[config.mk]
export PLATFORM = sky130hd
export DESIGN_NAME = slpid_front_flat
export DESIGN_NICKNAME = d
export VERILOG_FILES = /design/src/rtl/slew_limited_pid_position_loop_top_defines.svh /design/src/rtl/slpid_pkg.sv /design/src/rtl/slpid_if.sv /design/src/rtl/slpid_front.sv /design/src/flat_wrapper.sv
export SDC_FILE = /design/constraint.sdc
export NUM_CORES = 1
export LEC_CHECK = 0
export BUFFER_PORTS_ARGS = -buffer_cell sky130_fd_sc_hd__clkbuf_2
export CAP_MARGIN = 20
export CORE_MARGIN = 2
export CORE_UTILIZATION = 27
export DETAILED_ROUTE_END_ITERATION = 6
export MAX_ROUTING_LAYER = met4
export PLACE_DENSITY_LB_ADDON = 0.05
export SETUP_SLACK_MARGIN = 0.02
export SKIP_CTS_REPAIR_TIMING = 1
export SYNTH_ARGS = -nofsm -noshare
export SYNTH_HDL_FRONTEND = slang
export SYNTH_SLANG_ARGS = --single-unit
[constraint.sdc]
create_clock -name clk -period 2.05 [get_ports clk]
set_input_delay 0.3075 -clock clk [delete_from_list [all_inputs] [get_ports clk]]
set_output_delay 0.3075 -clock clk [all_outputs]
set_load 0.01 [all_outputs]
[src/rtl/slew_limited_pid_position_loop_top_defines.svh]
`ifndef SLEW_LIMITED_PID_POSITION_LOOP_TOP_DEFINES_SVH
`define SLEW_LIMITED_PID_POSITION_LOOP_TOP_DEFINES_SVH

// Check that a condition holds at every clock edge outside reset.
`define SLPID_ASSERT(lbl, expr, msg) \
    lbl: assert property (@(posedge clk) disable iff (!rst_n) (expr)) else $error(msg);

// Check that a consequent holds whenever an antecedent does.
`define SLPID_ASSERT_IMPLY(lbl, pre, post, msg) \
    lbl: assert property (@(posedge clk) disable iff (!rst_n) (pre) |-> (post)) else $error(msg);

`endif

[src/rtl/slpid_pkg.sv]
package slpid_pkg;

    localparam int POS_MIN_DEF     = 0;
    localparam int POS_MAX_DEF     = 200000;
    localparam int QUEUE_DEPTH_DEF = 4;
    localparam int VEL_HOLD        = 5000;

    localparam int ADDR_W = 5;
    localparam int DATA_W = 32;

    localparam logic [1:0] OP_GOAL = 2'd0;
    localparam logic [1:0] OP_MEAS = 2'd1;
    localparam logic [1:0] OP_TICK = 2'd2;

    localparam logic [2:0] REG_PROP_GAIN      = 3'd0;
    localparam logic [2:0] REG_INTEG_GAIN     = 3'd1;
    localparam logic [2:0] REG_DERIV_GAIN     = 3'd2;
    localparam logic [2:0] REG_HOLD_FORCE     = 3'd3;
    localparam logic [2:0] REG_EFFORT_LIMIT   = 3'd4;
    localparam logic [2:0] REG_INTEGRAL_LIMIT = 3'd5;
    localparam logic [2:0] REG_SLEW_STEP      = 3'd6;
    localparam logic [2:0] REG_HOLD_BAND      = 3'd7;

    localparam logic [23:0] PROP_GAIN_RST      = 24'd629;
    localparam logic [23:0] INTEG_GAIN_RST     = 24'd0;
    localparam logic [23:0] DERIV_GAIN_RST     = 24'd315;
    localparam logic [18:0] HOLD_FORCE_RST     = 19'd5886;
    localparam logic [18:0] EFFORT_LIMIT_RST   = 19'd500000;
    localparam logic [30:0] INTEGRAL_LIMIT_RST = 31'h7FFF_FFFF;
    localparam logic [17:0] SLEW_STEP_RST      = 18'd10000;
    localparam logic [17:0] HOLD_BAND_RST      = 18'd1000;

    typedef enum logic [1:0] {
        CMD_GOAL,
        CMD_MEAS,
        CMD_TICK
    } cmd_kind_t;

    typedef struct packed {
        cmd_kind_t          kind;
        logic signed [18:0] pos;
        logic signed [20:0] vel;
    } cmd_t;

    typedef struct packed {
        logic [23:0] prop_gain;
        logic [23:0] integ_gain;
        logic [23:0] deriv_gain;
        logic [18:0] hold_force;
        logic [18:0] effort_limit;
        logic [30:0] integral_limit;
        logic [17:0] slew_step;
        logic [17:0] hold_band;
    } cfg_t;

endpackage

[src/rtl/slpid_if.sv]
interface slpid_in_if;
    logic               valid;
    logic               ready;
    logic [1:0]         operation;
    logic signed [18:0] goal_position;
    logic signed [18:0] measured_position;
    logic signed [20:0] measured_velocity;

    modport source (
        output valid, operation, goal_position, measured_position, measured_velocity,
        input  ready
    );
    modport sink (
        input  valid, operation, goal_position, measured_position, measured_velocity,
        output ready
    );
endinterface


[src/rtl/slpid_front.sv]
module slpid_front #(
    parameter int POS_MIN = slpid_pkg::POS_MIN_DEF,
    parameter int POS_MAX = slpid_pkg::POS_MAX_DEF
) (
    input  logic            clk,
    input  logic            rst_n,
    slpid_in_if.sink        in_item,
    input  logic            full,
    output logic            push,
    output slpid_pkg::cmd_t push_cmd
);

    localparam logic signed [18:0] POS_MIN_S = 19'(POS_MIN);
    localparam logic signed [18:0] POS_MAX_S = 19'(POS_MAX);

    logic               seen_reg;
    logic               accept;
    logic               keep;
    logic signed [18:0] goal_clamped;

    assign in_item.ready = !full;
    assign accept        = in_item.valid && !full;
    assign push          = accept && keep;

    always_comb
    begin
        if (in_item.goal_position < POS_MIN_S)
            goal_clamped = POS_MIN_S;
        else if (in_item.goal_position > POS_MAX_S)
            goal_clamped = POS_MAX_S;
        else
            goal_clamped = in_item.goal_position;
    end

    // drop unused codes and ticks that arrive before any measurement
    always_comb
    begin
        push_cmd.vel = in_item.measured_velocity;
        case (in_item.operation)
            slpid_pkg::OP_GOAL:
            begin
                keep          = 1'b1;
                push_cmd.kind = slpid_pkg::CMD_GOAL;
                push_cmd.pos  = goal_clamped;
            end
            slpid_pkg::OP_MEAS:
            begin
                keep          = 1'b1;
                push_cmd.kind = slpid_pkg::CMD_MEAS;
                push_cmd.pos  = in_item.measured_position;
            end
            slpid_pkg::OP_TICK:
            begin
                keep          = seen_reg;
                push_cmd.kind = slpid_pkg::CMD_TICK;
                push_cmd.pos  = in_item.measured_position;
            end
            default:
            begin
                keep          = 1'b0;
                push_cmd.kind = slpid_pkg::CMD_TICK;
                push_cmd.pos  = in_item.measured_position;
            end
        endcase
    end

    always_ff @(posedge clk or negedge rst_n)
    begin
        if (!rst_n)
            seen_reg <= 1'b0;
        else if (accept && in_item.operation == slpid_pkg::OP_MEAS)
            seen_reg <= 1'b1;
    end

endmodule

[src/flat_wrapper.sv]
// flat-port wrapper written by rule: the top's interface ports become plain ports
module slpid_front_flat 
#(
    parameter int POS_MIN = slpid_pkg::POS_MIN_DEF,
    parameter int POS_MAX = slpid_pkg::POS_MAX_DEF
)
  (clk, rst_n, full, push, push_cmd, in_item_valid, in_item_operation, in_item_goal_position, in_item_measured_position, in_item_measured_velocity, in_item_ready);
  slpid_in_if in_item_i ();
  input  logic clk;
  input  logic rst_n;
  input  logic full;
  output logic push;
  output slpid_pkg::cmd_t push_cmd;
  input wire logic [$bits(in_item_i.valid)-1:0] in_item_valid;
  input wire logic [$bits(in_item_i.operation)-1:0] in_item_operation;
  input wire logic [$bits(in_item_i.goal_position)-1:0] in_item_goal_position;
  input wire logic [$bits(in_item_i.measured_position)-1:0] in_item_measured_position;
  input wire logic [$bits(in_item_i.measured_velocity)-1:0] in_item_measured_velocity;
  output wire logic [$bits(in_item_i.ready)-1:0] in_item_ready;
  assign in_item_i.valid = in_item_valid;
  assign in_item_i.operation = in_item_operation;
  assign in_item_i.goal_position = in_item_goal_position;
  assign in_item_i.measured_position = in_item_measured_position;
  assign in_item_i.measured_velocity = in_item_measured_velocity;
  assign in_item_ready = in_item_i.ready;
  slpid_front #(.POS_MIN(POS_MIN), .POS_MAX(POS_MAX)) u_core (.clk(clk), .rst_n(rst_n), .in_item(in_item_i), .full(full), .push(push), .push_cmd(push_cmd));
endmodule
Word level (Yosys, flattened, before mapping)
Index checks and enable logic that the tools add are counted.
- order comparisons: 2
- reduce and logical (&&, ||, !) cells: 6
- bitwise logic cells: 0
- divide/modulo/power cells: 0
- shifts and indexed selects: 0
- multiplexer cells: 4
- $add $sub $neg: 0
- multipliers: 0
- equal/unequal tests: 2
- operators with widths (operator ; count):
    21-bit case mux with 2 select lines ; 1
    19-bit two-way mux ; 2
    19-bit > comparator (second input constant) ; 1
    19-bit by 1-bit less-than comparator with 1-bit output (second input constant) ; 1
    1-bit logical AND ; 3
    2-bit by 1-bit == test with 1-bit output (second input constant) ; 1
    2-bit == test (second input constant) ; 1
    2-bit zero test ; 1
    1-bit case mux with 2 select lines ; 1
    2-bit OR reduction ; 1
    1-bit zero test ; 1
- memories kept: 0
- register bits: 1
- bits in latches: 0
- ROM bits: 0
- input bits: 65
- memory bits (writable): 0
- output and inout port bits: 44

Depth between registers and ports, before layout
- word-level depth: 4
- gate-level depth with buffers: 5

Least setup slack after synthesis
No wires, ideal clock.
- kind: in2out
- start: input port in_item_goal_position[15]
- end: output port push_cmd[22] in the netlist's numbering
- stages: 5
- slack: 344 ps
- required time: 1742 ps
- arrival: 1398 ps
- path through: nor4_2 nand4_2 a31oi_2 buf_6 a31o_1
- RTL lines (what ; RTL line ; source):
    from (decl) ; flat_wrapper.sv:16 ; input wire logic [$bits(in_item_i.goal_position)-1:0] in_item_goal_position;
    to (decl) ; flat_wrapper.sv:13 ; output slpid_pkg::cmd_t push_cmd;

==> summary.txt <==
Power and ir drop
  – PD cells: 230 mW/mm²
  – Worst vdd ir: 107 µV
  – Overall power: 196 µW
  – Leakage power: 0.475 nW

Synthesis
  – Post-synth EDFFs: 0
  – Count leader, synth: buf_4
  – Cells after synthesis: 90
  – Netlist cell types: 26
  – Avg Cell Area, Syn: 7.02 µm²
  – Async set or reset register ratio after synthesis: 100%
  – Share of the synthesized area in the top cell type: 25.0%
  – Synth area leaders: buf_4 25%, a31o_1 17%, and2_1 13%
  – Syn Nets: 155
  – Top_reg_cell synth: dfrtp_1
  – Sequential area share after synthesis: 3.96%
  – Synthesized cell area: 632 µm²
  – Yosys warns: 0
  – Most instantiated cells after synthesis: 21 x buf_4, 13 x and2_1, 12 x a31o_1
  – #FFs+latches synth: 1
  – Yosys top cell by area: buf_4

Floorplanning
  – Die X: 52.4 µm
  – Die H: 52.4 µm
  – FP Rows: 17
  – Core ar.: 0.00221 mm²
  – Die area: 0.00274 mm²
  – Starting Density: 28.6%
  – I/O pin count: 109

Finish
  – Share of cells above drive strength 1: 55.6%
  – # diodes: 0
  – Max reg flops: 1
  – Layout area overhead: 35.2%
  – Final net count: 200
  – FILL cells: 258

Min path
  – Worst Hold Class: in2async

Place
  – Placer congestion estimate: 0.619
  – Pre-CTS setup slack: 0.0199 ns
  – Port-buffer cells: 66

Worst setup path
  – Crit path launch type: input port
  – CP Class: in2out
  – Critical Path RT: 1.74 ns
  – Max FO, Critical Path: 12
  – Worst EP arrival: 1.62 ns
  – CP endpoint kind: output pin
  – Worst R2R End: u_core.seen_reg
  – R2r setup slk: 1.36 ns
  – Reg2reg path depth: 1
  – R2r startpoint: u_core.seen_reg

Detailed routing
  – Vias per cell: 4.87
  – WL per Instance: 11.9 µm
  – Routed Antenna Nets: 0
  – Starting DRC count in detailed routing: 9
  – Via count: 784
  – DR DRC count: 0
  – DRT Pass-1 Iters: 4
  – Routed wire length: 1910 µm

Global route
  – GRT overflow: 0
  – Largest net degree at the start of global routing: 24
  – Initial antenna violation count: 0
  – Tot GR Track Use: 12.8%
  – Vias in the first global route: 671
  – First-pass GRT wire length: 2820 µm

STA
  – Rel. slew slack: 55.7%
  – Period utilization: 94.0%
  – Final WS setup: 0.124 ns
  – Setup repair after global routing missed its margin: false
  – Fin Setup TNS: 0 ns
  – Actual slew at the worst max-slew pin: 0.664 ns
  – Clock period minus worst slack: 1.93 ns
  – Pins over their slew limit: 0
  – Fin. Hold Viols: 0
  – Max frequency: 519 MHz
  – Hold slack: 0.0838 ns
  – Final setup viols: 0
  – Clock Skews: 0 ns

Run status
  – Outcome: complete, no violations

Clock tree
  – Clock Latency Late Sink: 0 ns
  – CTS clk-pin slew, worst paths: 0 ns

Job
  – # Max-Cap Violations: 0
==> cell type report <==
class	count	area [µm²]	share of cell area, %
multi-input combinational	61	430	50.4
timing repair buffer	69	357	41.7
tap	28	35.0	4.10
sequential	1	25.0	2.93
inverter	2	7.51	0.878
==> power by group <==
group	total, mW	switching (mW)	leakage [nW]	internal [mW]
clock network	0	0	0	0
registers	0.0218	0.000630	0.00900	0.0212
logic	0.174	0.0859	0.466	0.0885
==> critical path: stages <==
cell	delay [ns]
clkbuf_2	0.11
nor4_4	0.35
nand4_2	0.18
a31oi_2	0.22
buf_6	0.17
a31o_1	0.16
clkbuf_2	0.13
==> cell families (layout without fill, tap and decap cells) <==
| logic type | count (synthesis) | in the layout | share of synthesized area [%] |
|---|---|---|---|
| buf+inv | 28 | 71 | 30.3 |
| compound gates | 23 | 23 | 29.5 |
| simple gates | 38 | 38 | 36.2 |
| flops | 1 | 1 | 3.96 |
==> routing by layer <==
metal,wire length (µm),global-route usage [%],up-vias
li1,-,-,389
met1,786,16.5,334
met2,852,21.7,57
met3,268,1.71,4
met4,5,2.14,0
met5,0,-,-
==> layout by cell type (no fill, tap or decap) <==
cell type	n
buf_6	1
nor4_4	1
a31oi_2	1
o21ai_1	1
buf_4	2
o21ai_0	1
clkbuf_2	66
a31o_1	12
nand3b_1	3
and3_1	1
o31ai_1	4
dfrtp_1	1
inv_1	2
o211ai_1	1
nor2b_1	1
nor2_1	5
nand4_2	1
and2_1	13
and4bb_1	1
a31oi_1	2
nor4_2	1
nor3_1	1
nand2_1	8
a31o_2	1
or2_1	1
and3b_1	1
==> stage by stage <==
stage               std cells  instance area [µm²]  util (%)
floorplan                  90                  632         -
global placement          160                  828      37.4
detailed placement        160                  828      37.4
CTS                       160                  828      37.4
global route              161                  855      38.6
finish                    161                  855      38.6
==> worst max path at each step <==
stage                                   start           end  slack (ns)  depth (start not counted)
finish              in_item_goal_position[12]  push_cmd[24]        0.12                          7
global route        in_item_goal_position[12]  push_cmd[24]        0.04                          7
CTS                 in_item_goal_position[15]  push_cmd[35]        0.02                          7
detailed placement  in_item_goal_position[15]  push_cmd[35]        0.02                          7
global placement    in_item_goal_position[15]  push_cmd[21]        0.09                          7
floorplan           in_item_goal_position[15]  push_cmd[22]        0.34                          5
(Power assumes the default switching activity.)
