`src/rtl/slew_limited_pid_position_loop_top_defines.svh`:
```
`ifndef SLEW_LIMITED_PID_POSITION_LOOP_TOP_DEFINES_SVH
`define SLEW_LIMITED_PID_POSITION_LOOP_TOP_DEFINES_SVH

// Check that a condition holds at every clock edge outside reset.
`define SLPID_ASSERT(lbl, expr, msg) \
    lbl: assert property (@(posedge clk) disable iff (!rst_n) (expr)) else $error(msg);

// Check that a consequent holds whenever an antecedent does.
`define SLPID_ASSERT_IMPLY(lbl, pre, post, msg) \
    lbl: assert property (@(posedge clk) disable iff (!rst_n) (pre) |-> (post)) else $error(msg);

`endif

```
`src/rtl/slpid_pkg.sv`:
```
package slpid_pkg;

    localparam int POS_MIN_DEF     = 0;
    localparam int POS_MAX_DEF     = 200000;
    localparam int QUEUE_DEPTH_DEF = 4;
    localparam int VEL_HOLD        = 5000;

    localparam int ADDR_W = 5;
    localparam int DATA_W = 32;

    localparam logic [1:0] OP_GOAL = 2'd0;
    localparam logic [1:0] OP_MEAS = 2'd1;
    localparam logic [1:0] OP_TICK = 2'd2;

    localparam logic [2:0] REG_PROP_GAIN      = 3'd0;
    localparam logic [2:0] REG_INTEG_GAIN     = 3'd1;
    localparam logic [2:0] REG_DERIV_GAIN     = 3'd2;
    localparam logic [2:0] REG_HOLD_FORCE     = 3'd3;
    localparam logic [2:0] REG_EFFORT_LIMIT   = 3'd4;
    localparam logic [2:0] REG_INTEGRAL_LIMIT = 3'd5;
    localparam logic [2:0] REG_SLEW_STEP      = 3'd6;
    localparam logic [2:0] REG_HOLD_BAND      = 3'd7;

    localparam logic [23:0] PROP_GAIN_RST      = 24'd629;
    localparam logic [23:0] INTEG_GAIN_RST     = 24'd0;
    localparam logic [23:0] DERIV_GAIN_RST     = 24'd315;
    localparam logic [18:0] HOLD_FORCE_RST     = 19'd5886;
    localparam logic [18:0] EFFORT_LIMIT_RST   = 19'd500000;
    localparam logic [30:0] INTEGRAL_LIMIT_RST = 31'h7FFF_FFFF;
    localparam logic [17:0] SLEW_STEP_RST      = 18'd10000;
    localparam logic [17:0] HOLD_BAND_RST      = 18'd1000;

    typedef enum logic [1:0] {
        CMD_GOAL,
        CMD_MEAS,
        CMD_TICK
    } cmd_kind_t;

    typedef struct packed {
        cmd_kind_t          kind;
        logic signed [18:0] pos;
        logic signed [20:0] vel;
    } cmd_t;

    typedef struct packed {
        logic [23:0] prop_gain;
        logic [23:0] integ_gain;
        logic [23:0] deriv_gain;
        logic [18:0] hold_force;
        logic [18:0] effort_limit;
        logic [30:0] integral_limit;
        logic [17:0] slew_step;
        logic [17:0] hold_band;
    } cfg_t;

endpackage

```
`src/rtl/slpid_queue.sv`:
```
module slpid_queue #(
    parameter int DEPTH = slpid_pkg::QUEUE_DEPTH_DEF
) (
    input  logic            clk,
    input  logic            rst_n,
    input  logic            push,
    input  slpid_pkg::cmd_t push_cmd,
    output logic            full,
    input  logic            pop,
    output logic            head_valid,
    output slpid_pkg::cmd_t head
);

    localparam int IDX_W = $clog2(DEPTH);
    localparam int CNT_W = $clog2(DEPTH + 1);

    slpid_pkg::cmd_t  mem_reg [DEPTH];
    logic [IDX_W-1:0] wr_ptr_reg;
    logic [IDX_W-1:0] rd_ptr_reg;
    logic [CNT_W-1:0] count_reg;
    logic [CNT_W-1:0] count_next;

    assign full       = count_reg == CNT_W'(DEPTH);
    assign head_valid = count_reg != '0;
    assign head       = mem_reg[rd_ptr_reg];

    always_comb
    begin
        count_next = count_reg;
        if (push && !pop)
            count_next = count_reg + CNT_W'(1);
        else if (pop && !push)
            count_next = count_reg - CNT_W'(1);
    end

    always_ff @(posedge clk or negedge rst_n)
    begin
        if (!rst_n)
        begin
            wr_ptr_reg <= '0;
            rd_ptr_reg <= '0;
            count_reg  <= '0;
        end
        else
        begin
            count_reg <= count_next;
            if (push)
                wr_ptr_reg <= (wr_ptr_reg == IDX_W'(DEPTH - 1)) ? '0 : wr_ptr_reg + IDX_W'(1);
            if (pop)
                rd_ptr_reg <= (rd_ptr_reg == IDX_W'(DEPTH - 1)) ? '0 : rd_ptr_reg + IDX_W'(1);
        end
    end

    always_ff @(posedge clk)
    begin
        if (push)
            mem_reg[wr_ptr_reg] <= push_cmd;
    end

endmodule

```
`config.mk`:
```
export PLATFORM = sky130hd
export DESIGN_NAME = slpid_queue
export DESIGN_NICKNAME = d
export VERILOG_FILES = /design/src/rtl/slew_limited_pid_position_loop_top_defines.svh /design/src/rtl/slpid_pkg.sv /design/src/rtl/slpid_queue.sv
export SDC_FILE = /design/constraint.sdc
export NUM_CORES = 1
export LEC_CHECK = 0
export ABC_AREA = 1
export BUFFER_PORTS_ARGS = -buffer_cell sky130_fd_sc_hd__buf_4
export CORE_ASPECT_RATIO = 2
export CORE_UTILIZATION = 45
export DETAILED_ROUTE_END_ITERATION = 8
export GPL_TIMING_DRIVEN = 0
export MAX_ROUTING_LAYER = met4
export PLACE_DENSITY = 0.65
export RECOVER_POWER = 100
export SKIP_LAST_GASP = 1
export SYNTH_ARGS = -nofsm -noshare
export SYNTH_HDL_FRONTEND = slang
export SYNTH_SLANG_ARGS = --single-unit
```
`constraint.sdc`:
```
create_clock -name clk -period 5.1 [get_ports clk]
set_input_delay 0.255 -clock clk [delete_from_list [all_inputs] [get_ports clk]]
set_output_delay 0.255 -clock clk [all_outputs]
set_load 0.05 [all_outputs]
```
=== Word level (Yosys, flattened, before mapping) ===
Memories as Yosys holds them, arrays and structs flattened.
Index checks and enable logic that the tools add are counted.

* Add/subtract/negate cells: 4
* Eq/ne operators: 3
* Reductions and logical operators: 6
* Mux-type cells: 6

{| class="wikitable"
|+ Operators by type and width
! cell !! number
|-
| $mux 3 || 2
|-
| $add 2x1->2 const B || 2
|-
| $eq 2x2->1 const B || 2
|-
| $mux 2 || 2
|-
| $add 3x1->3 const B || 1
|-
| $eq 3x3->1 const B || 1
|-
| $reduce_bool 3->1 || 1
|-
| $sub 3x1->3 const B || 1
|-
| $logic_and 1x1->1 || 2
|-
| $logic_not 1->1 || 2
|-
| $mux 1 || 2
|-
| $reduce_bool 2->1 || 1
|}

* Logic and storage cells: 23
* RAM bits: 168
* Flip-flop bits (word level): 7
* Memories: 1

{| class="wikitable"
|+ Memories
! memory !! depth !! width !! read ports !! clocked after Yosys merged registers in !! write ports !! line !! RTL
|-
| mem_reg || 4 || 42 || 1 || 0 || 1 || slpid_queue.sv:17 || <nowiki>slpid_pkg::cmd_t mem_reg [DEPTH];</nowiki>
|}

=== Longest topological paths before layout ===
Gate-level depths: netlist (run 1).

* Depth after elaboration: 4
* Depth in mapped cells: 9
* Mapped depth without buffers: 9

=== Worst setup path after synthesis (run 1) ===
No wires, ideal clock.

* Path type: flip-flop to flip-flop
* Start: register wr_ptr_reg[0]
* End: memory mem_reg[0][0] (netlist bit) (enable)
* Period minus slack after synthesis: 1.881 ns
* Setup slack: 3.219 ns
* Data required time: 4.704 ns
* Setup time: 0.396 ns
* Arrival time: 1.485 ns
* Path buffers: 0
* Cell stages (with the launch flop): 5
* Path through: dfrtp_1 -> inv_1 -> ha_1 -> nand2_1 -> inv_1

{| class="wikitable"
|+ RTL lines
! item !! line !! RTL
|-
| start, declared || slpid_queue.sv:18 || <nowiki>logic [IDX_W-1:0] wr_ptr_reg;</nowiki>
|-
| start signal, assigned || slpid_queue.sv:48 || <nowiki>wr_ptr_reg <= (wr_ptr_reg == IDX_W'(DEPTH - 1)) ? '0 : wr_ptr_reg + IDX_W'(1);</nowiki>
|-
| end, declared || slpid_queue.sv:17 ||
|}

No word-level cell before the write port.

=== Final worst setup path (run 1) ===
* Start: register wr_ptr_reg[0]
* End: memory mem_reg[0][36] (netlist bit) (enable)

No word-level cell before the write port.

==> results of run 1 <==
metrics by stage:
| step | cells | util (%) | total power, mW |
|---|---|---|---|
| after floorplan | 543 | - | 3.616 |
| after global placement | 830 | 52.38 | 4.352 |
| after detailed placement | 834 | 52.90 | 4.417 |
| after CTS | 867 | 57.05 | 5.763 |
| after global routing | 867 | 54.33 | 5.714 |
| final | 867 | 54.33 | 5.459 |
power by group:
group,internal (mW),total (mW),switching [mW]
Combinational,0.474,2.19,1.71
Sequential,1.85,1.93,0.0714
Clock,0.808,1.35,0.539
Total,3.14,5.46,2.32
logic make-up after synthesis:
logic type	count (synthesis)	share of synthesized area, %
AO/OA/AOI/OAI	88	9.467
XOR/XNOR	1	0.1227
adder cells (fa/ha/maj)	7	1.332
buffers and inverters	124	8.082
flip-flops	175	73.14
AND/OR/NAND/NOR	148	7.854
Yosys cell counts, drive strengths merged:
master	count	area (um^2)
edfxtp	168	5045
nand2	142	533.0
inv	96	360.3
o211ai	84	655.6
buf	26	207.7
dfrtp	7	175.2
ha	6	75.07
o21ai	4	20.02
nor2	3	11.26
clkbuf	1	3.750
clkinv	1	5.000
fa	1	20.02
nand3	1	5.000
nand4	1	6.260
nor3	1	5.000
xnor2	1	8.760
how the worst max path moves through the flow:
stage,from,to,slack (ns)
final,wr_ptr_reg[0]$_DFFE_PN0P_,mem_reg[0][36]$_DFFE_PP_,2.05
after global routing,wr_ptr_reg[0]$_DFFE_PN0P_,mem_reg[0][35]$_DFFE_PP_,1.80
after CTS,rd_ptr_reg[0]$_DFFE_PN0P_,head[17],2.89
after detailed placement,wr_ptr_reg[0]$_DFFE_PN0P_,mem_reg[0][29]$_DFFE_PP_,3.30
after global placement,wr_ptr_reg[0]$_DFFE_PN0P_,mem_reg[2][1]$_DFFE_PP_,2.52
after floorplan,wr_ptr_reg[0]$_DFFE_PN0P_,mem_reg[0][0]$_DFFE_PP_,3.22
final cells by class:
class	count	area, um^2
repair buffers	94	407.9
plain buffers	27	143.9
flip-flops and latches	175	5220
clock buffers	19	452.9
well taps	198	247.7
clock inverters	13	175.2
fillers	1379	7022
inverters	97	365.4
multi-input cells	244	1340
per-layer routing:
layer / GRT usage (%) / share of wire, %
met5: - / 0
met4: 7.937 / 1.8
met2: 37.15 / 58
met3: 3.418 / 3.3
met1: 20.21 / 37
critical path, delay by kind of cell (launching register included):
family,cells,cell delay [ns]
buffers and inverters,3,1.99
flip-flops,1,0.42
adder cells (fa/ha/maj),1,0.16
AND/OR/NAND/NOR,1,0.06
==> out/qor.yml, run 1 <==
global_route:
  grt_max_degree: 26
  antenna_found_initial: 0
  overflow: 0
  grt_usage_pct: 19.91
  grt_pass1_wl_um: 23550
  grt_pass1_vias: 4531
cells_and_area:
  syn2layout_area_growth_pct: 17.04
  largest_reg_flops: 168
  final_cell_area_mm2: 0.008353
  mostFrequentLayoutCells: "edfxtp_1, nand2_1, inv_1"
  diodes: 0
  final_common_cell: "edfxtp_1"
  drive_gt1_share_pct: 9.716
  final_nets: 709
floorplan:
  core-area_mm2: 0.01537
  die_y_um: 180.1
  boundaryPins: 90
  initial_utilization_pct: 46.42
  die_w_um: 91.05
  fp.dieArea_mm2: 0.01640
  row_count: 64
timing:
  drv_slew: 49
  final.period_utilization_pct: 59.72
  finClkSkew_ns: 0.01230
  fin_setup_tns_ns: 0
  setup-violations-final: 0
  finalCriticalPeriod_ns: 3.046
  whs_ns: 0.02637
  tightestPinTransition_ns: 1.745
  hold_viol_final: 0
  rsz0062_at_grt: "false"
  clock.fmax_mhz: 328.3
  slew_headroom_pct: -16.35
  fin_ws_ns: 2.054
detailed_routing:
  drc_errors: 0
  vias_per_cell: 5.001
  routedWlPerCell_um: 17.27
  vias: 4336
  finalWirelength_um: 14970
  drtAntennaViolNets: 0
  first_iter_violations: 233
  dr.pass1.iters: 4
place:
  post_dp_cell_area_mm2: 0.008133
  gp_congestion: 0.7300
  portBuffers: 89
  dp_hpwl_um: 9936
  dp_slack_ns: 3.302
worst_setup_path:
  crit-reg2reg-launch: "wr_ptr_reg[0]$_DFFE_PN0P_"
  worstRegToRegCells: 5
  crit_top_cell: "inv_1"
  crit_arrival_ns: 3.07
  cp-start-kind: "flop"
  r2r_slack_ns: 2.05
  crit_fanout: 22
  r2r_end: "mem_reg[0][36]$_DFFE_PP_"
  crit_type: "flop to flop"
  endpoint_kind: "flop"
  slowest_delay_ns: 1.18
  worstPathCellList: "inv_1, ha_1, nand2_1, inv_1, clkbuf_1"
  cpMaxStageDelayCell: "clkbuf_1"
  required_ns: 5.12
clock_network:
  cts_sinks: 175
  hold_buffers: 1
  numCtsBuffers: 17
  cts_tree: "done"
  clk_path_buf_depth: 2
  cts_max_level: 4
  postCtsResizedCells: 0
  post_cts_buffers: 0
  clockRootBuffer: "clkbuf_16"
  cts.clk_slew.worst_paths_ns: 0.07
  clk_latency_ns: 0.43
logic_synthesis:
  synth_seq_area_share_pct: 73.14
  synth_cell_types: 21
  netlist_area_mm2: 0.007137
  synth_nets: 596
  avgSynthCellArea_um2: 13.14
  ys.warnings.count: 0
  synth-seq-cells: 175
  postSynthCellCount: 543
power_and_ir_drop:
  leakage_nw: 3.285
  peakVddDrop_uv: 391.7
  power_density_mw_per_mm2: 653.5
hold_path:
  hold-path-cell-count: 2
  hold_path_class: "input pin to flop"
  min_to: "rd_ptr_reg[0]$_DFFE_PN0P_"
  hold_start: "pop"
status:
  violations: "capacitance limit, slew limit"
  outcome: "finished, violations left"
run:
  drv_cap: 4
Power figures use the tool's default switching activity.
==> run 2, diff against run 1 <==
PLACE_DENSITY = 0.67   (was 0.65)
clock period = 2.5 ns   (was 5.1 ns; I/O delays follow)
==> out/qor.yml, run 2 (synthesized netlist as in run 1, its figures left out) <==
status:
  outcome: "complete, no violations"  # was finished, violations left
cells_and_area:
  drive_gt1_share_pct: 14.59  # was 9.716%
  syn2layout_area_growth_pct: 24.81  # was 17.04%
  final_common_cell: "edfxtp_1"  # unchanged
  final_nets: 753  # was 709
  mostFrequentLayoutCells: "edfxtp_1, nand2_1, inv_1"  # unchanged
  diodes: 0  # unchanged
  largest_reg_flops: 168  # unchanged
  utilization_pct: 57.93  # was 54.33%
  final_cell_area_mm2: 0.008907  # was 0.008353 mm^2
floorplan:
  boundaryPins: 90  # unchanged
  core-area_mm2: 0.01537  # unchanged
  die_y_um: 180.1  # unchanged
  initial_utilization_pct: 46.42  # unchanged
  row_count: 64  # unchanged
  die_w_um: 91.05  # unchanged
  fp.dieArea_mm2: 0.01640  # unchanged
detailed_routing:
  drtAntennaViolNets: 0  # unchanged
  drc_errors: 0  # unchanged
  vias_per_cell: 5.027  # was 5.001
  dr.pass1.iters: 6  # was 4
  finalWirelength_um: 15430  # was 14970 um
  routedWlPerCell_um: 16.93  # was 17.27 um
  vias: 4580  # was 4336
  first_iter_violations: 270  # was 233
worst_setup_path:
  worstRegToRegCells: 4  # was 5
  worstPathCellList: "buf_2, clkinv_2, clkbuf_1, o211ai_1, nand2_1, clkbuf_2"  # was inv_1, ha_1, nand2_1, inv_1, clkbuf_1
  crit_type: "flop to output port"  # was flop to flop
  cp-start-kind: "flop"  # unchanged
  crit_arrival_ns: 2.14  # was 3.07 ns
  slowest_delay_ns: 0.46  # was 1.18 ns
  required_ns: 2.38  # was 5.12 ns
  crit_fanout: 10  # was 22
  r2r_slack_ns: 0.29  # was 2.05 ns
  endpoint_kind: "output port"  # was flop
  cpMaxStageDelayCell: "clkbuf_1"  # unchanged
  crit-reg2reg-launch: "wr_ptr_reg[0]$_DFFE_PN0P_"  # unchanged
  r2r_end: "mem_reg[3][29]$_DFFE_PP_"  # was mem_reg[0][36]$_DFFE_PP_
hold_path:
  hold_path_class: "input pin to asynchronous set/reset pin"  # was input pin to flop
global_route:
  grt_usage_pct: 20.42  # was 19.91%
  grt_pass1_vias: 4802  # was 4531
  grt_pass1_wl_um: 24140  # was 23550 um
  overflow: 0  # unchanged
  grt_max_degree: 32  # was 26
  antenna_found_initial: 0  # unchanged
timing:
  final.period_utilization_pct: 90.62
  rsz0062_at_grt: "false"  # unchanged
  clock.fmax_mhz: 441.4
  hold_viol_final: 0  # unchanged
  slew_headroom_pct: 43.09  # was -16.35%
  finalCriticalPeriod_ns: 2.265
  finClkSkew_ns: 0.01288  # was 0.01230 ns
  fin_ws_ns: 0.2346  # was 2.054 ns
  tightestPinTransition_ns: 0.8537  # was 1.745 ns
  drv_slew: 0  # was 49
  fin_setup_tns_ns: 0  # unchanged
  setup-violations-final: 0  # unchanged
place:
  dp_slack_ns: 0.8757  # was 3.302 ns
  post_dp_cell_area_mm2: 0.008133  # unchanged
  gp_congestion: 0.7171  # was 0.7300
  portBuffers: 89  # unchanged
  dp_hpwl_um: 9944  # was 9936 um
clock_network:
  clockRootBuffer: "clkbuf_16"  # unchanged
  cts.clk_slew.worst_paths_ns: 0.07  # about the same
  postCtsResizedCells: 0  # unchanged
  cts_tree: "done"  # unchanged
  clk_path_buf_depth: 2  # unchanged
  cts_max_level: 4  # unchanged
  clk_latency_ns: 0.43  # about the same
  numCtsBuffers: 17  # unchanged
  cts_sinks: 175  # unchanged
power_and_ir_drop:
  leakage_nw: 3.604  # was 3.285 nW
  power_density_mw_per_mm2: 1283  # was 653.5 mW/mm^2
  peakVddDrop_uv: 693.6  # was 391.7 uV
  p_total_mw: 11.43  # was 5.459 mW
run:
  drv_cap: 0  # was 4
-- run 2: changes by cell type in the layout (fill, tap and decap cells not counted), moves of 3 or more --
cell / previous run / this run
dlygate4sd3_1: 1 / 45
buf_6: 4 / 12
inv_8: 1 / 4
clkbuf_2: 0 / 19
buf_4: 13 / 20
clkbuf_1: 93 / 55
clkbuf_4: 0 / 3
-- run 2: stage by stage --
stage	hold WS [ns]	cells
6_report	0.1447	911
4_1_cts	0.02414	911
3_3_place_gp	-0.05672	830
5_1_grt	0.1626	911
2_1_floorplan	-0.1706	543
3_5_place_dp	-0.05431	834
-- run 2: where the power goes --
part / switching (mW) / internal, mW / leakage, nW
Sequential: 0.147 / 3.77 / 1.63
Clock: 1.15 / 1.57 / 0.307
Combinational: 3.56 / 1.23 / 1.67
-- run 2: layout make-up --
| class | count | area, um^2 |
|---|---|---|
| buffer | 27 | 203.9 |
| clock buffer | 19 | 452.9 |
| clock inverter | 13 | 166.4 |
| fill | 1312 | 6467 |
| inverter | 97 | 365.4 |
| multi-input combinational | 244 | 1340 |
| sequential | 175 | 5220 |
| tap | 198 | 247.7 |
| timing repair buffer | 138 | 910.9 |
-- run 2: worst max-delay path by stage --
stage                     slack [ns]                      start  cells after the start                  endpoint
after CTS                       0.42  rd_ptr_reg[0]$_DFFE_PN0P_                      6                  head[17]
after detailed placement        0.88  rd_ptr_reg[0]$_DFFE_PN0P_                      6                  head[17]
after global routing            0.13  rd_ptr_reg[1]$_DFFE_PN0P_                      6                  head[26]
after global placement         -0.05  wr_ptr_reg[0]$_DFFE_PN0P_                      4  mem_reg[0][28]$_DFFE_PP_
after floorplan                 0.62  wr_ptr_reg[0]$_DFFE_PN0P_                      4   mem_reg[0][0]$_DFFE_PP_
final                           0.23  rd_ptr_reg[1]$_DFFE_PN0P_                      6                   head[8]
-- run 2: worst max-delay path: cells and delay by family (launching register included) --
| family | cells | cell delay, ns |
|---|---|---|
| buffers and inverters | 4 | 1.04 |
| flip-flops | 1 | 0.37 |
| AO/OA/AOI/OAI | 1 | 0.17 |
| AND/OR/NAND/NOR | 1 | 0.13 |
-- run 2: layer usage --
metal / vias up / track usage, % / share of wire (%)
met5: - / - / 0
met4: 0 / 9.143 / 2.0
met3: 21 / 3.460 / 2.9
met2: 113 / 38.06 / 57
met1: 2252 / 20.34 / 38
li1: 2194 / - / -
-- run 2: repair_timing --
| action | in CTS | in global routing |
|---|---|---|
| hold buffers | 45 | 0 |
| buffers inserted | 0 | 0 |
| endpoints found under the hold margin | 179 | 0 |
