### config.mk
export PLATFORM = sky130hd
export DESIGN_NAME = slpid_regs
export DESIGN_NICKNAME = d
export VERILOG_FILES = /design/src/rtl/slew_limited_pid_position_loop_top_defines.svh /design/src/rtl/slpid_pkg.sv /design/src/rtl/slpid_regs.sv
export SDC_FILE = /design/constraint.sdc
export NUM_CORES = 1
export LEC_CHECK = 0
export BUFFER_PORTS_ARGS = -buffer_cell sky130_fd_sc_hd__buf_2
export CAP_MARGIN = 20
export CORE_UTILIZATION = 45
export CTS_CLUSTER_SIZE = 10
export DETAILED_ROUTE_END_ITERATION = 8
export PLACE_DENSITY = 0.79
export SLEW_MARGIN = 10
export SYNTH_ARGS = -nofsm -noshare
export SYNTH_HDL_FRONTEND = slang
export SYNTH_SLANG_ARGS = --single-unit
### constraint.sdc
create_clock -name clk -period 2.3 [get_ports clk]
set_input_delay 0.575 -clock clk [delete_from_list [all_inputs] [get_ports clk]]
set_output_delay 0.575 -clock clk [all_outputs]
set_load 0.02 [all_outputs]
### src/rtl/slew_limited_pid_position_loop_top_defines.svh
`ifndef SLEW_LIMITED_PID_POSITION_LOOP_TOP_DEFINES_SVH
`define SLEW_LIMITED_PID_POSITION_LOOP_TOP_DEFINES_SVH

// Check that a condition holds at every clock edge outside reset.
`define SLPID_ASSERT(lbl, expr, msg) \
    lbl: assert property (@(posedge clk) disable iff (!rst_n) (expr)) else $error(msg);

// Check that a consequent holds whenever an antecedent does.
`define SLPID_ASSERT_IMPLY(lbl, pre, post, msg) \
    lbl: assert property (@(posedge clk) disable iff (!rst_n) (pre) |-> (post)) else $error(msg);

`endif

### src/rtl/slpid_pkg.sv
package slpid_pkg;

    localparam int POS_MIN_DEF     = 0;
    localparam int POS_MAX_DEF     = 200000;
    localparam int QUEUE_DEPTH_DEF = 4;
    localparam int VEL_HOLD        = 5000;

    localparam int ADDR_W = 5;
    localparam int DATA_W = 32;

    localparam logic [1:0] OP_GOAL = 2'd0;
    localparam logic [1:0] OP_MEAS = 2'd1;
    localparam logic [1:0] OP_TICK = 2'd2;

    localparam logic [2:0] REG_PROP_GAIN      = 3'd0;
    localparam logic [2:0] REG_INTEG_GAIN     = 3'd1;
    localparam logic [2:0] REG_DERIV_GAIN     = 3'd2;
    localparam logic [2:0] REG_HOLD_FORCE     = 3'd3;
    localparam logic [2:0] REG_EFFORT_LIMIT   = 3'd4;
    localparam logic [2:0] REG_INTEGRAL_LIMIT = 3'd5;
    localparam logic [2:0] REG_SLEW_STEP      = 3'd6;
    localparam logic [2:0] REG_HOLD_BAND      = 3'd7;

    localparam logic [23:0] PROP_GAIN_RST      = 24'd629;
    localparam logic [23:0] INTEG_GAIN_RST     = 24'd0;
    localparam logic [23:0] DERIV_GAIN_RST     = 24'd315;
    localparam logic [18:0] HOLD_FORCE_RST     = 19'd5886;
    localparam logic [18:0] EFFORT_LIMIT_RST   = 19'd500000;
    localparam logic [30:0] INTEGRAL_LIMIT_RST = 31'h7FFF_FFFF;
    localparam logic [17:0] SLEW_STEP_RST      = 18'd10000;
    localparam logic [17:0] HOLD_BAND_RST      = 18'd1000;

    typedef enum logic [1:0] {
        CMD_GOAL,
        CMD_MEAS,
        CMD_TICK
    } cmd_kind_t;

    typedef struct packed {
        cmd_kind_t          kind;
        logic signed [18:0] pos;
        logic signed [20:0] vel;
    } cmd_t;

    typedef struct packed {
        logic [23:0] prop_gain;
        logic [23:0] integ_gain;
        logic [23:0] deriv_gain;
        logic [18:0] hold_force;
        logic [18:0] effort_limit;
        logic [30:0] integral_limit;
        logic [17:0] slew_step;
        logic [17:0] hold_band;
    } cfg_t;

endpackage

### src/rtl/slpid_regs.sv
module slpid_regs (
    input  logic                        clk,
    input  logic                        rst_n,
    input  logic                        psel,
    input  logic                        penable,
    input  logic                        pwrite,
    input  logic [slpid_pkg::ADDR_W-1:0] paddr,
    input  logic [slpid_pkg::DATA_W-1:0] pwdata,
    output logic [slpid_pkg::DATA_W-1:0] prdata,
    output logic                        pready,
    output slpid_pkg::cfg_t             cfg
);

    slpid_pkg::cfg_t cfg_reg;
    logic            wr_en;
    logic [2:0]      idx;

    assign wr_en  = psel && penable && pwrite;
    assign idx    = paddr[4:2];
    assign pready = 1'b1;
    assign cfg    = cfg_reg;

    always_ff @(posedge clk or negedge rst_n)
    begin
        if (!rst_n)
        begin
            cfg_reg.prop_gain      <= slpid_pkg::PROP_GAIN_RST;
            cfg_reg.integ_gain     <= slpid_pkg::INTEG_GAIN_RST;
            cfg_reg.deriv_gain     <= slpid_pkg::DERIV_GAIN_RST;
            cfg_reg.hold_force     <= slpid_pkg::HOLD_FORCE_RST;
            cfg_reg.effort_limit   <= slpid_pkg::EFFORT_LIMIT_RST;
            cfg_reg.integral_limit <= slpid_pkg::INTEGRAL_LIMIT_RST;
            cfg_reg.slew_step      <= slpid_pkg::SLEW_STEP_RST;
            cfg_reg.hold_band      <= slpid_pkg::HOLD_BAND_RST;
        end
        else if (wr_en)
        begin
            case (idx)
                slpid_pkg::REG_PROP_GAIN:      cfg_reg.prop_gain      <= pwdata[23:0];
                slpid_pkg::REG_INTEG_GAIN:     cfg_reg.integ_gain     <= pwdata[23:0];
                slpid_pkg::REG_DERIV_GAIN:     cfg_reg.deriv_gain     <= pwdata[23:0];
                slpid_pkg::REG_HOLD_FORCE:     cfg_reg.hold_force     <= pwdata[18:0];
                slpid_pkg::REG_EFFORT_LIMIT:   cfg_reg.effort_limit   <= pwdata[18:0];
                slpid_pkg::REG_INTEGRAL_LIMIT: cfg_reg.integral_limit <= pwdata[30:0];
                slpid_pkg::REG_SLEW_STEP:      cfg_reg.slew_step      <= pwdata[17:0];
                slpid_pkg::REG_HOLD_BAND:      cfg_reg.hold_band      <= pwdata[17:0];
                default:
                begin
                end
            endcase
        end
    end

    always_comb
    begin
        case (idx)
            slpid_pkg::REG_PROP_GAIN:      prdata = {8'b0, cfg_reg.prop_gain};
            slpid_pkg::REG_INTEG_GAIN:     prdata = {8'b0, cfg_reg.integ_gain};
            slpid_pkg::REG_DERIV_GAIN:     prdata = {8'b0, cfg_reg.deriv_gain};
            slpid_pkg::REG_HOLD_FORCE:     prdata = {13'b0, cfg_reg.hold_force};
            slpid_pkg::REG_EFFORT_LIMIT:   prdata = {13'b0, cfg_reg.effort_limit};
            slpid_pkg::REG_INTEGRAL_LIMIT: prdata = {1'b0, cfg_reg.integral_limit};
            slpid_pkg::REG_SLEW_STEP:      prdata = {14'b0, cfg_reg.slew_step};
            slpid_pkg::REG_HOLD_BAND:      prdata = {14'b0, cfg_reg.hold_band};
            default:                       prdata = '0;
        endcase
    end

endmodule

# Word-level counts from Yosys, hierarchy flattened
# Cells that the tools add are included.
# Widths: inputs -> output; s select.
[totals]
word_cells = 27
output_inout_bits = 210
register_bits = 177
inputBits = 42
[classes]
reduce_logical = 11
eq_ne = 7
n_mux = 1
[ops]
columns = ["op", "n"]
rows = [
  ["$pmux 32 s8", 1],
  ["$reduce_and 2->1", 8],
  ["$eq 3x3->1 const B", 4],
  ["$eq 3x2->1 const B", 2],
  ["$eq 3x1->1 const B", 1],
  ["$logic_not 3->1", 1],
  ["$logic_and 1x1->1", 2],
]

# Longest topological paths before layout
# Gate-level depths: netlist of run 1.
[depth]
word_depth = 3
mapped_depth = 6
ltp_nobuf = 4

# Worst setup path before layout of run 1
# OpenSTA, ideal clock, no wires.
[synth_timing]
kind = "input to output"
start = "input port paddr[4] (netlist bit)"
end = "output port prdata[18] (netlist bit)"
path_buffers = 3
slack_ns = -0.091
arrival_ns = 1.816
required_ns = 1.725
stages = 5
cell_sequence = "buf_2 -> clkbuf_1 -> clkbuf_1 -> nand4b_1 -> a31oi_1"
[synth_via]
elab_chain_len = 2
word_cells_on_any_way = 9
cone_classes = "eq/ne: 7; mux: 1; reduce/logical: 1"
[synth_lines]
columns = ["element", "line", "source"]
rows = [
  ["start, declared", "slpid_regs.sv:7", "input logic [slpid_pkg::ADDR_W-1:0] paddr,"],
  ["$eq 3x3->1 (tied with other cells)", "slpid_regs.sv:56", "case (idx)"],
  ["$pmux 32 s8 *", "slpid_regs.sv:56", ""],
  ["end, declared", "slpid_regs.sv:9", "output logic [slpid_pkg::DATA_W-1:0] prdata,"],
]
# Every way passes the cells marked *; elsewhere a longest branch is shown, timed or not. The select of a mux whose other input is x is not followed.

# Worst setup path after layout of run 1
[layout_timing]
start = "input port paddr[2] (netlist bit)"
end = "output port prdata[10] (netlist bit)"
# The elaborated chain is that of the path after synthesis.

==> run metrics, run 1 <==
drt wl/cell=between 20 and 25 µm; Fin. Hold Viols=0; Crit path top cell by count=buf_4; crit-path max cell delay=roughly 200 ps; CP max FO=6; clock tree from TritonCTS=done; kind of critical path=primary input to output pin; Inserted Clock Buffers=17; Cell variety after synth=32; total nets after synthesis=646; Clock power frac=roughly 28%; Antenna Cells=0; combinational share of power=approximately 29%; clock sinks=approximately 180; Synth Area per Inst=~13 µm²; Synth async-reset ratio=between 90% and 100%; Via-to-Cell Ratio=5.49; post-synthesis register bit count=177; Placer Congestion=about 0.8; Area Growth Syn to Fin=34.7%; Clk Latency, worst-skew pair=approximately 420 ps; Ports=between 200 and 300; Slew Limit Fails=0; fin crit period=approximately 2300 ps; DR DRC count=0; first-pass GRT wire length=~36000 µm; IO buf count=~250; RSZ-0062 raised after global routing=true; Leak Pwr=5.33 nW; clock slew at reported path FFs=approximately 70 ps; Worst Skew=0 ps; Total Wirelength=23900 µm; vias in the first global route=between 6k and 7k; max reg flops=between 150 and 200; CP Cell Sequence=buf_4, buf_6, buf_4, mux2i_1, o22ai_1, o22a_1, buf_4; All-Layer GR Usage=a little over a quarter; Post-synth EDFFs=0; share of layout cells above drive strength 1=between 60 and 70%; # setup viols final=0; worst vdd ir=between 0.6 and 0.7 mV; post-synthesis cell area=8130 µm²; register area share after synthesis=a little under three fifths; pwr dens=~940 nW/µm²; # rows=48; Area after DPL=~10000 µm²; run status=complete, no violations; Post-DP HPWL=16100 µm; yosys warns=0; worst hold path class=primary input to async pin; Reg power frac=between 40% and 50%; Initial Utilization=between 40% and 50%; Synth Flop Type=dfrtp_1; slowest CP cell=mux2i_1; crit share post-route=between 90 and 100%; antenna viol nets, final=0; Detailed Routing Iterations Pass 1=4; fmax=~440 MHz; die area=between 15000 and 20000 µm²; Die X=136 µm; Worst path top cell family by delay=buffers and inverters; Max clock buf depth=2; Setup crit start kind=primary input; vias post-DR=a little over 6k; crit path buf inv count=4; max-cap violations=0; cell count after synthesis=around 600; setup TNS=0 ps; sw power=approximately 0.0035 W; largest net degree at the start of global routing=54; final net count=between 900 and 1k; WP data arrival=between 1500 and 2000 ps; Initial DRC Count=approximately 280; root buf cell=clkbuf_16; Req. time, crit path=between 1500 and 2000 ps; global route overflow=0; design area=around 11000 µm²; switching share of power=33.7%; core area=between 15000 and 20000 µm²; htree depth=4; Die Span Y=136 µm; Int Pwr=slightly below 0.007 W; endpoint type of the worst setup path=output pin; initial antenna violation count=0
## area by class of cell
| class | count | area, µm² |
|---|---|---|
| inverter | 6 | 22.5 |
| clock buffer | 20 | 457 |
| clock inverter | 12 | 143 |
| tap | 225 | 282 |
| sequential | 177 | 4520 |
| multi-input combinational | 380 | 3530 |
| timing repair buffer | 300 | 2000 |
| fill | 1362 | 6530 |
## metrics by stage
step	utilization, %	hold slack, ps	power (W)	setup WS, ps	cells
6_report	62.6	48.8	0.0103	20.2	1120
5_1_grt	62.6	60.5	0.0107	-37.1	1120
4_1_cts	62.1	50.6	0.0103	16.9	1119
3_5_place_dp	57.6	509	0.00731	-74.4	1082
3_3_place_gp	57.6	502	0.00722	-37.9	1082
2_1_floorplan	-	279	0.00615	6.15	604
## power by group through the flow
stage	clock network, W	registers, W	logic [W]
after global placement	0	0.00440	0.00282
after global routing	0.00311	0.00449	0.00313
after CTS	0.00298	0.00438	0.00295
final	0.00294	0.00441	0.00296
after detailed placement	0	0.00443	0.00288
after floorplan	0	0.00514	0.00101
## cells in the final DEF, fill, tap and decap left out, types with 2 or more instances in the layout
cell type,n
nor2_1,26
a21oi_2,3
dfrtp_1,106
nand2_1,14
o22ai_1,17
mux2i_2,5
inv_1,6
mux2_2,170
clkbuf_16,18
and2_1,7
a32oi_1,2
nand2b_4,3
buf_2,239
a211oi_2,10
nor2b_1,8
buf_6,5
a211oi_1,7
buf_4,30
o21ai_0,6
conb_1,2
nor2_2,4
bufbuf_16,2
clkbuf_8,2
dfstp_2,71
nand2b_1,2
nand4b_1,2
a31oi_2,2
buf_12,19
o22a_1,17
nor2_4,3
inv_6,5
buf_8,3
o21bai_1,6
a21oi_1,9
bufinv_16,2
mux2i_1,47
## worst paths after layout
check	from	to	slack [ps]	depth (start not counted)
max	paddr[2]	prdata[10]	20	7
min	rst_n	cfg[137]	50	1
max reg2reg	cfg[150]	cfg[150]	1490	1
min reg2reg	cfg[149]	cfg[149]	530	1
max in group asynchronous	rst_n	cfg[50]	1490	2
min in group clk	pwdata[27]	cfg[63]	390	2
## kinds of logic after synthesis
family | after synthesis | synth area share [%]
mux | 223 | 30.1
flops | 177 | 55.6
buf+inv | 47 | 2.77
other cells | 2 | 0.0924
simple gates | 75 | 4.63
compound gates | 80 | 6.83
## synth_stat cells, drive strengths merged, types with 5 or more instances
cell	number	share of area, %
mux2	171	24
buf	29	1.9
nor2b	8	0.62
mux2i	52	6.4
nor2	33	1.7
o22ai	17	1.3
clkbuf	12	0.55
a211oi	17	1.6
dfrtp	106	33
a21oi	12	0.74
o21ai	6	0.37
and2	7	0.54
dfstp	71	23
o22a	17	1.8
nand2	14	0.65
inv	6	0.28
nand2b	5	0.38
o21bai	6	0.55
## metal layers
layer  vias to the layer above  routed length [µm]  part of all wire, %  track usage (%)
li1                       2753                   -                    -                -
met1                      3138                9940                   42             32.8
met2                       225               12100                   51             43.7
met3                        36                1320                  5.5             5.56
met4                         0                 524                  2.2             10.8
met5                         -                   0                    0                0
## what timing repair did
item / in CTS / in global routing
cloned: 2 / 1
resized for setup: 16 / 19
pin swaps: 3 / 5
setup buffers: 3 / 0
hold buffers: 0 / 0
setup endpoints to repair: 20 / 17
(Power assumes the default switching activity.)
==> run 2: changes to the inputs <==
--- a/config.mk
+++ b/config.mk
@@ -7,10 +7,10 @@
 export LEC_CHECK = 0
 export BUFFER_PORTS_ARGS = -buffer_cell sky130_fd_sc_hd__buf_2
 export CAP_MARGIN = 20
-export CORE_UTILIZATION = 45
+export CORE_UTILIZATION = 52
 export CTS_CLUSTER_SIZE = 10
 export DETAILED_ROUTE_END_ITERATION = 8
-export PLACE_DENSITY = 0.79
+export PLACE_DENSITY = 0.88
 export SLEW_MARGIN = 10
 export SYNTH_ARGS = -nofsm -noshare
 export SYNTH_HDL_FRONTEND = slang
==> run 2 against run 1 <==
  * Flip-flop and latch count stayed put
  * Final cell count fell by 2.5%
  * Count of clock-buffer cells in the layout down 2
  * Setup slack got worse by 10 ps
  * Die area decreased by 13%
  * Maximum frequency shrank 0.46%
  * Critical path depth decreased by 2
  * Combinational power about the same
  * Register-to-register slack worse by 20 ps
  * Highest routed layer unchanged
==> run metrics, run 2 (synthesized netlist as in run 1, its figures left out) <==
run status=complete, no violations; CP Cell Sequence=buf_12, or3_4, buf_12, o22a_1, buf_6; Clk Latency, worst-skew pair=430 ps; Filler cells=between 1k and 1.5k; worst slack, placed=-114 ps; htree depth=4; global route overflow=0; Max clock buf depth=2; Met1 Routed Length=just under 10000 µm; Slew Limit Fails=0; vias post-DR=6402; WP data arrival=roughly 1700 ps; crit-path max cell delay=approximately 450 ps; Worst path top cell family by delay=simple AND/OR/NAND/NOR gates; combinational share of power=roughly 29%; die area=about 16000 µm²; most frequent cells in the layout=buf_2 (241), mux2_2 (170), dfrtp_1 (106); Crit path top cell by count=buf_12; # setup viols final=0; All-Layer GR Usage=between 20% and 30%; crit path buf inv count=3; fmax=about 440 MHz; Initial DRC Count=approximately 330; Reg power frac=roughly 43%; design area=10800 µm²; root buf cell=clkbuf_16; placed insts=approximately 1.1k; pwr dens=approximately 950 nW/µm²; # rows=45; Antenna Cells=0; antenna viol nets, final=0; Area Growth Syn to Fin=33.2%; Placer Congestion=~0.83; Post-CTS Hold Buffers=0; sw power=approximately 0.0035 W; Detailed Routing Iterations Pass 1=4; worst vdd ir=roughly 0.56 mV; Die Span Y=127 µm; share of layout cells above drive strength 1=67.0%; Initial Utilization=around 53%; Int Pwr=0.00675 W; Fin. Hold Viols=0; RSZ-0062 raised after global routing=true; kind of critical path=primary input to output pin; metal2 WL=roughly 12000 µm; max-cap violations=0; initial antenna violation count=0; first-pass GRT wire length=between 30000 and 40000 µm; post-route worst setup slack=9.72 ps; Ports=252; CP max FO=8; Leak Pwr=around 5.3 nW; Total Wirelength=23700 µm; Setup crit start kind=primary input; DR DRC count=0; endpoint type of the worst setup path=output pin; clock sinks=about 180; Worst Skew=0 ps; worst hold path class=primary input to async pin; routed wl met3=around 1300 µm; vias in the first global route=roughly 6.4k; switching share of power=roughly 34%; IO buf count=around 250; crit share post-route=99.6%; Via-to-Cell Ratio=approximately 5.9; final net count=roughly 930; Req. time, crit path=between 1500 and 2000 ps; Area after DPL=around 10000 µm²; Die X=127 µm; clock tree from TritonCTS=done; non-filler cells, final=around 1.1k; drt wl/cell=~22 µm; Post-DP HPWL=between 15000 and 20000 µm; hold slack=between 80 and 90 ps; Inserted Clock Buffers=17; max reg flops=177; clock slew at reported path FFs=approximately 60 ps; commonest non-fill, non-tap cell in the layout=buf_2; slowest CP cell=or3_4; core area=between 15000 and 20000 µm²; Clock power frac=~28%; fin crit period=2290 ps; max layer used=met4; largest net degree at the start of global routing=48
-- run 2: cell count changes in the layout (fill, tap and decap cells not counted), moves of 4 or more --
cell      delta
buf_4       +10
buf_12       -4
buf_6        +4
mux2i_1      +5
mux2i_2      -5
a211oi_2     -6
a211oi_1     +6
-- run 2: final cells by class --
type / instances / area, µm² / share of cell area, %
repair buffers: 309 / 1980 / 18.3
flip-flops and latches: 177 / 4520 / 41.7
multi-input cells: 380 / 3490 / 32.2
clock buffers: 18 / 429 / 3.96
clock inverters: 14 / 155 / 1.43
well taps: 188 / 235 / 2.17
inverters: 6 / 22.5 / 0.208
-- run 2: through the flow --
stage          power, W  utilization [%]  TNS (ps)
2_1_floorplan   0.00615                -         0
3_3_place_gp    0.00721             66.0     -1160
3_5_place_dp    0.00733             66.0     -1250
4_1_cts          0.0102             70.3         0
5_1_grt          0.0107             71.2     -9.54
6_report         0.0103             71.2         0
-- run 2: power groups by stage --
stage / Clock [W] / Combinational (W) / Sequential, W
finish: 0.00289 / 0.00296 / 0.00440
global route: 0.00305 / 0.00313 / 0.00448
CTS: 0.00292 / 0.00293 / 0.00439
detailed placement: 0 / 0.00290 / 0.00443
global placement: 0 / 0.00282 / 0.00439
floorplan: 0 / 0.00101 / 0.00514
-- run 2: worst paths after layout --
kind	startpoint	endpoint	slack (ps)	cells past startpoint
worst max-delay path	paddr[2]	prdata[16]	10	5
worst min-delay path	rst_n	cfg[138]	80	1
worst max register to register	cfg[33]	cfg[33]	1470	1
worst min register to register	cfg[150]	cfg[150]	520	1
max in group asynchronous	rst_n	cfg[48]	1490	2
min in group clk	pwdata[27]	cfg[63]	380	2
-- run 2: timing repair --
| action | 4_1_cts | 5_1_grt |
|---|---|---|
| pin swaps | 0 | 3 |
| setup endpoints to repair | 19 | 12 |
| buffers inserted | 0 | 3 |
| cloned | 0 | 2 |
| gates resized for setup | 18 | 19 |
-- run 2: layer usage --
metal	vias to the layer above	GRT usage, %
li1	2779	-
met1	3239	37.5
met2	308	49.2
met3	76	5.61
met4	0	16.5
met5	-	0
